==> src/design/fpr_pkg.sv <==
`timescale 1ns / 1ps
// ----------------------------------------------------------------------------
// fpr_pkg
// Shared types and constants for the float pixel to rgba8 converter.
// ----------------------------------------------------------------------------
package fpr_pkg;

  localparam int unsigned NumLanes = 4;

  // configuration register indexes
  localparam logic [1:0] RegChannelCount = 2'd0;
  localparam logic [1:0] RegForceOpaque  = 2'd1;
  localparam logic [1:0] RegHalfInput    = 2'd2;

  localparam logic [7:0] ByteMax = 8'hFF;
  localparam logic [7:0] ByteMin = 8'h00;

  typedef struct packed {
    logic [2:0] channel_count;
    logic       force_opaque;
    logic       half_input;
  } cfg_t;

endpackage

==> src/design/float_pixel_to_rgba8.sv <==
`timescale 1ns / 1ps
// ----------------------------------------------------------------------------
// float_pixel_to_rgba8
// Converts one pixel of up to four float channels to four unorm8 bytes.
// ----------------------------------------------------------------------------
// Usage:
//   input channel: in_valid / in_stall with chan_a..chan_d and last_in;
//   a pixel transfers when in_valid is high and in_stall is low.
//   output channel: out_valid / out_stall with byte_r..byte_a and last_out.
//   config channel: cfg_valid / cfg_ready, cfg_index selects channel_count,
//   force_opaque or half_input; cfg_ready is always high. Write it only
//   while no pixel is in flight.
// One pixel is taken every cycle while in_stall is low: four lanes run
// side by side through a two-stage multiply and round core, followed by
// the merge register.
// Reset clears all stage valids and loads channel_count 3, opaque off,
// binary32 input. When the receiver stalls the stages fill up in turn and
// in_stall rises once the first stage is also full.
// ----------------------------------------------------------------------------
module float_pixel_to_rgba8 (
  input  logic        clk,
  input  logic        rst,
  input  logic        in_valid,
  output logic        in_stall,
  input  logic [31:0] chan_a,
  input  logic [31:0] chan_b,
  input  logic [31:0] chan_c,
  input  logic [31:0] chan_d,
  input  logic        last_in,
  output logic        out_valid,
  input  logic        out_stall,
  output logic [7:0]  byte_r,
  output logic [7:0]  byte_g,
  output logic [7:0]  byte_b,
  output logic [7:0]  byte_a,
  output logic        last_out,
  input  logic        cfg_valid,
  output logic        cfg_ready,
  input  logic [1:0]  cfg_index,
  input  logic [2:0]  cfg_data
);

  fpr_pkg::cfg_t cfg;
  logic          v1;
  logic          v2;
  logic          last1;
  logic          last2;
  logic          rdy1;
  logic          rdy2;
  logic          rdy3;
  logic [7:0]    lane_byte [fpr_pkg::NumLanes];
  logic [31:0]   lane_word [fpr_pkg::NumLanes];

  assign cfg_ready = 1'b1;
  assign rdy3      = !out_valid || !out_stall;
  assign rdy2      = !v2 || rdy3;
  assign rdy1      = !v1 || rdy2;
  assign in_stall  = !rdy1;

  always_ff @(posedge clk) begin
    if (rst) begin
      cfg.channel_count <= 3'd3;
      cfg.force_opaque  <= 1'b0;
      cfg.half_input    <= 1'b0;
    end else if (cfg_valid && cfg_ready) begin
      case (cfg_index)
        fpr_pkg::RegChannelCount: cfg.channel_count <= cfg_data;
        fpr_pkg::RegForceOpaque:  cfg.force_opaque  <= cfg_data[0];
        fpr_pkg::RegHalfInput:    cfg.half_input    <= cfg_data[0];
        default: ;
      endcase
    end
  end

  always_ff @(posedge clk) begin
    if (rst) begin
      v1        <= 1'b0;
      v2        <= 1'b0;
      out_valid <= 1'b0;
    end else begin
      if (rdy1) begin
        v1 <= in_valid;
      end
      if (rdy2) begin
        v2 <= v1;
      end
      if (rdy3) begin
        out_valid <= v2;
      end
    end
  end

  always_ff @(posedge clk) begin
    if (rdy1) begin
      last1 <= last_in;
    end
    if (rdy2) begin
      last2 <= last1;
    end
  end

  assign lane_word[0] = chan_a;
  assign lane_word[1] = chan_b;
  assign lane_word[2] = chan_c;
  assign lane_word[3] = chan_d;

  for (genvar i = 0; i < fpr_pkg::NumLanes; i++) begin : g_lane
    fpr_lane u_lane (
      .clk    (clk),
      .en1    (rdy1),
      .en2    (rdy2),
      .half   (cfg.half_input),
      .word   (lane_word[i]),
      .byte_q (lane_byte[i])
    );
  end

  fpr_merge u_merge (
    .clk      (clk),
    .en       (rdy3),
    .cfg      (cfg),
    .lane0    (lane_byte[0]),
    .lane1    (lane_byte[1]),
    .lane2    (lane_byte[2]),
    .lane3    (lane_byte[3]),
    .last_d   (last2),
    .byte_r   (byte_r),
    .byte_g   (byte_g),
    .byte_b   (byte_b),
    .byte_a   (byte_a),
    .last_out (last_out)
  );

  // an empty output register never holds back the input side
  a_no_stall_when_empty: assert property (@(posedge clk) disable iff (rst)
    !out_valid |-> !in_stall)
    else $error("input stalled with empty output");

  // a transferred pixel always lands in the first stage
  a_accept_fills_stage: assert property (@(posedge clk) disable iff (rst)
    (in_valid && !in_stall) |=> v1)
    else $error("accepted pixel lost");

  // a full middle stage moves on whenever the output can take it
  a_mid_advance: assert property (@(posedge clk) disable iff (rst)
    (v2 && !out_stall) |=> out_valid)
    else $error("middle stage did not advance");

endmodule

==> src/design/fpr_lane.sv <==
`timescale 1ns / 1ps
// ----------------------------------------------------------------------------
// fpr_lane
// One channel core: decode, clamp and scale by 255 with binary32 rounding,
// then truncate to a byte. Two register stages.
// ----------------------------------------------------------------------------
module fpr_lane (
  input  logic        clk,
  input  logic        en1,
  input  logic        en2,
  input  logic        half,
  input  logic [31:0] word,
  output logic [7:0]  byte_q
);

  logic        sgn;
  logic [7:0]  ex;
  logic [22:0] frac;
  logic [4:0]  hex;
  logic        nan_c;
  logic        big_c;
  logic        zero_c;

  logic [31:0] prod;
  logic [7:0]  ex1;
  logic        big1;
  logic        zero1;

  logic        lead;
  logic [23:0] q;
  logic        rnd;
  logic [24:0] qr;
  logic [7:0]  sh;
  logic [24:0] shifted;
  logic [7:0]  byte_next;

  always_comb begin
    hex = word[14:10];
    if (half) begin
      sgn = word[15];
      if (hex == 5'd31) begin
        ex = 8'hFF;
      end else if (hex == 5'd0) begin
        // half subnormals stay far below one after scaling
        ex = 8'd0;
      end else begin
        ex = {3'b000, hex} + 8'd112;
      end
      frac = {word[9:0], 13'd0};
    end else begin
      sgn  = word[31];
      ex   = word[30:23];
      frac = word[22:0];
    end
    nan_c  = (ex == 8'hFF) && (frac != 23'd0);
    big_c  = !nan_c && !sgn && ((ex > 8'd127) || ((ex == 8'd127) && (frac != 23'd0)));
    zero_c = nan_c || sgn || (ex == 8'd0);
  end

  always_ff @(posedge clk) begin
    if (en1) begin
      prod  <= 32'({1'b1, frac}) * 32'd255;
      ex1   <= ex;
      big1  <= big_c;
      zero1 <= zero_c;
    end
  end

  // round the exact product to 24 significant bits, nearest even
  always_comb begin
    lead = prod[31];
    if (lead) begin
      q   = prod[31:8];
      rnd = prod[7] && ((prod[6:0] != 7'd0) || prod[8]);
      sh  = 8'd142 - ex1;
    end else begin
      q   = prod[30:7];
      rnd = prod[6] && ((prod[5:0] != 6'd0) || prod[7]);
      sh  = 8'd143 - ex1;
    end
    qr      = {1'b0, q} + {24'd0, rnd};
    shifted = (sh >= 8'd25) ? 25'd0 : (qr >> sh[4:0]);
    if (big1) begin
      byte_next = fpr_pkg::ByteMax;
    end else if (zero1) begin
      byte_next = fpr_pkg::ByteMin;
    end else begin
      byte_next = shifted[7:0];
    end
  end

  always_ff @(posedge clk) begin
    if (en2) begin
      byte_q <= byte_next;
    end
  end

endmodule

==> src/design/fpr_merge.sv <==
`timescale 1ns / 1ps
// ----------------------------------------------------------------------------
// fpr_merge
// Combines the lane bytes: copies byte 0 into absent channels and applies
// the opaque override, into the output register.
// ----------------------------------------------------------------------------
module fpr_merge (
  input  logic           clk,
  input  logic           en,
  input  fpr_pkg::cfg_t  cfg,
  input  logic [7:0]     lane0,
  input  logic [7:0]     lane1,
  input  logic [7:0]     lane2,
  input  logic [7:0]     lane3,
  input  logic           last_d,
  output logic [7:0]     byte_r,
  output logic [7:0]     byte_g,
  output logic [7:0]     byte_b,
  output logic [7:0]     byte_a,
  output logic           last_out
);

  logic       has_g;
  logic       has_b;
  logic       has_a;

  always_comb begin
    has_g = (cfg.channel_count >= 3'd2);
    has_b = (cfg.channel_count >= 3'd3);
    has_a = (cfg.channel_count >= 3'd4);
  end

  always_ff @(posedge clk) begin
    if (en) begin
      byte_r   <= lane0;
      byte_g   <= has_g ? lane1 : lane0;
      byte_b   <= has_b ? lane2 : lane0;
      byte_a   <= cfg.force_opaque ? fpr_pkg::ByteMax : (has_a ? lane3 : lane0);
      last_out <= last_d;
    end
  end

endmodule
==> config.mk <==
export PLATFORM = sky130hd
export DESIGN_NAME = float_pixel_to_rgba8
export DESIGN_NICKNAME = d
export VERILOG_FILES = /design/src/design/fpr_pkg.sv /design/src/design/float_pixel_to_rgba8.sv /design/src/design/fpr_lane.sv /design/src/design/fpr_merge.sv
export SDC_FILE = /design/constraint.sdc
export NUM_CORES = 2
export LEC_CHECK = 0
export ABC_AREA = 0
export BUFFER_PORTS_ARGS = -buffer_cell sky130_fd_sc_hd__buf_4
export CORE_ASPECT_RATIO = 1.75
export CORE_MARGIN = 3
export CORE_UTILIZATION = 47
export DETAILED_ROUTE_END_ITERATION = 8
export MAX_ROUTING_LAYER = met4
export RECOVER_POWER = 100
export SLEW_MARGIN = 5
export SYNTH_ARGS = -nofsm -noshare
export SYNTH_HDL_FRONTEND = slang
export SYNTH_HIERARCHICAL = 1
export SYNTH_SLANG_ARGS = --single-unit
==> constraint.sdc <==
create_clock -name clk -period 9.15 [get_ports clk]
set_input_delay 0.915 -clock clk [delete_from_list [all_inputs] [get_ports clk]]
set_output_delay 0.915 -clock clk [all_outputs]
set_load 0.01 [all_outputs]
==> flow_metrics.tcl <==
set metrics [dict create \
    status "complete, but fails checks" \
    violations "max-capacitance violations, max-slew violations" \
    area_growth_pct 7.00 \
    power.density_nw_per_um2 411 \
    slew_viol_final 273 \
    fin_setup_tns_ns 0 \
    grt_usage 0.250 \
    tightest_slew_ns 4.32 \
    clk_latency_ns 0.60 \
    synthArstFlopShare 0 \
    drtIter0Drc 2159 \
    first_global_vias 32400 \
    yosys_warnings 6 \
    cts_buffers 28 \
    max_cap_viol_count 4 \
    drcViolationCount 0 \
    final_nets 5257 \
    drt_first_pass_iters 5 \
    portBuffers 173 \
    cts_root_buf "clkbuf_16" \
    fmax_mhz 145 \
    syn_area_um2 39200 \
    post-route-period-util 0.752 \
    end_kind "register" \
    vias 32100 \
    crit_type "register to register" \
    routedWlPerCell_um 19.2 \
    ir_drop_uv 194 \
    postRouteAntennaNets 0 \
    synthTopCellsByCount "734 x inv_1, 352 x fa_1, 276 x ha_1, 276 x nand2_1, 242 x nor2_1" \
    cts_sinks 243 \
    p_leak_uw 0.0190 \
    rows 139 \
    ys_ff_latch 243 \
    cts_tree "yes" \
    placed_area_um2 41100 \
    yosys-top-cells-area "edfxtp_1 18%, fa_1 18%, ha_1 8.8%" \
    syn_inst 4476 \
    setup_viol 0 \
    arrival_ns 7.27 \
    grt_pass1_wl_um 171000 \
    fin_skew_ns 0.0231 \
    ys_seq_area_frac 0.184 \
    synth-main-ff-cell "edfxtp_1" \
    post_cts_buffers 0 \
    crit_fanout 64 \
    synth-edff-count 235 \
    yosysTopAreaCellShare 0.180 \
    hpwl_um 88100 \
    dieArea_um2 87000 \
    wl_um 107000 \
    cts_hold_buf 0 \
    num_io_pins 175 \
    yosysMostFrequentCell "inv_1" \
    synth.distinct_cells 105 \
    design_area_um2 41900 \
    post_drt_via_cell_ratio 5.77 \
    hold_viol_final 0 \
    drive_gt1_frac 0.0763 \
    synth_top_cell_by_area "edfxtp_1" \
    path_clk_slew_ns 0.07 \
    post-route-min-period_ns 6.88 \
    post_cts_resized 0 \
    die_w_um 224 \
    grt_max_degree 172 \
    required_ns 9.54 \
    die_h_um 388 \
    finalWeightedCongestion 0.982 \
    htreeDepth 1 \
    max-slew-margin-rel -1.88 \
    synth_area_per_cell_um2 8.75 \
    core-area_um2 82300 \
    crit_path_start_kind "register" \
    start_util 0.476 \
    min_path_type "register to register" \
    rsz0062_at_grt "no" \
    clockBufferDepth 3 \
    antenna_found_initial 7 \
    syn_nets 5243 \
    gr-total-overflow 0 \
]
state kept, by name, indices dropped and copies added, names as in the netlist:
signal	flops
g_lane.u_lane/zero1	4
u_merge/last_out	1
out_valid	1
u_merge/byte_r	8
g_lane.u_lane/big1	4
last2	1
v2	1
g_lane.u_lane/prod	128
u_merge/byte_b	8
v1	1
cfg	5
u_merge/byte_g	8
g_lane.u_lane/byte_q	32
g_lane.u_lane/ex1	32
last1	1
u_merge/byte_a	8
kinds of logic (layout without fill, tap and decap cells):
family,Yosys count,after routing,share of synthesized area
buffers and inverters,959,994,0.0958
AND/OR/NAND/NOR,1195,1195,0.159
XOR/XNOR,259,259,0.0579
AO/OA/AOI/OAI,963,963,0.172
flip-flops,243,243,0.184
other,1,4,0.0000957
multiplexers,226,226,0.0627
adder cells (fa/ha/maj),630,630,0.269
report_power, final:
part           total [uW]  leakage [uW]  internal (uW)  switching (uW)
clock network        1320      0.000519            802             521
logic               13200        0.0158           5560            7590
registers            2770       0.00261           2180             587
stage by stage:
| step | utilization | hold slack [ns] | total power (uW) | worst slack [ns] | cells |
|---|---|---|---|---|---|
| 2_1_floorplan | - | 0.400 | 13000 | 1.44 | 4476 |
| 3_3_place_gp | 0.500 | 0.435 | 15900 | 2.37 | 5517 |
| 3_5_place_dp | 0.500 | 0.439 | 16000 | 2.28 | 5517 |
| 4_1_cts | 0.513 | 0.443 | 17400 | 2.24 | 5568 |
| 5_1_grt | 0.510 | 0.461 | 19200 | 1.78 | 5571 |
| 6_report | 0.510 | 0.442 | 17200 | 2.27 | 5571 |
worst max-delay path, cell delays in order (launching register included):
cell and delay [ns]:
dfxtp_4 0.81, buf_4 0.53, mux2i_1 0.69, inv_1 0.26, fa_1 0.63, fa_1 0.46
fa_1 0.54, inv_1 0.05, fa_1 0.53, inv_1 0.04, ha_1 0.39, nand4_1 0.19
nor2_1 0.11, nand3_1 0.11, o211ai_1 0.11, o21a_1 0.24, o31a_1 0.29, o31a_1 0.26
o311ai_0 0.29
placed cells by master, fill, tap and decap left out, types with 150 or more instances in the layout:
master,count
buf_4,164
fa_1,352
ha_1,276
o21ai_0,150
a21oi_1,220
xnor2_1,174
nor2_1,243
nand2_1,276
inv_1,734
edfxtp_1,235
metal layers:
| layer | global-route usage | routed length [um] | up-vias |
|---|---|---|---|
| met5 | - | 0 | - |
| met4 | 0.115 | 5740 | 0 |
| met3 | 0.0198 | 3640 | 249 |
| met2 | 0.452 | 56200 | 761 |
| met1 | 0.280 | 41700 | 15500 |
| li1 | - | - | 15600 |
final cells by class:
| class | instances | area, um2 |
|---|---|---|
| antenna | 3 | 7.51 |
| clock buffer | 34 | 764 |
| fill | 7933 | 40300 |
| timing repair buffer | 208 | 1400 |
| sequential | 243 | 7220 |
| clock inverter | 17 | 307 |
| tap | 1057 | 1320 |
| inverter | 735 | 2760 |
| multi-input combinational | 3274 | 28100 |
worst paths after layout:
| path | from | end | slack, ns | cells past startpoint |
|---|---|---|---|---|
| max reg2reg | cfg[0]$_SDFFE_PP0P_ | g_lane[1].u_lane/prod[30]$_DFFE_PP_ | 2.27 | 18 |
| min | v1$_SDFFE_PP0P_ | v2$_SDFFE_PP0P_ | 0.44 | 2 |
| max | cfg[0]$_SDFFE_PP0P_ | g_lane[1].u_lane/prod[30]$_DFFE_PP_ | 2.27 | 18 |
| min reg2reg | v1$_SDFFE_PP0P_ | v2$_SDFFE_PP0P_ | 0.44 | 2 |
Power figures use the tool's default switching activity.
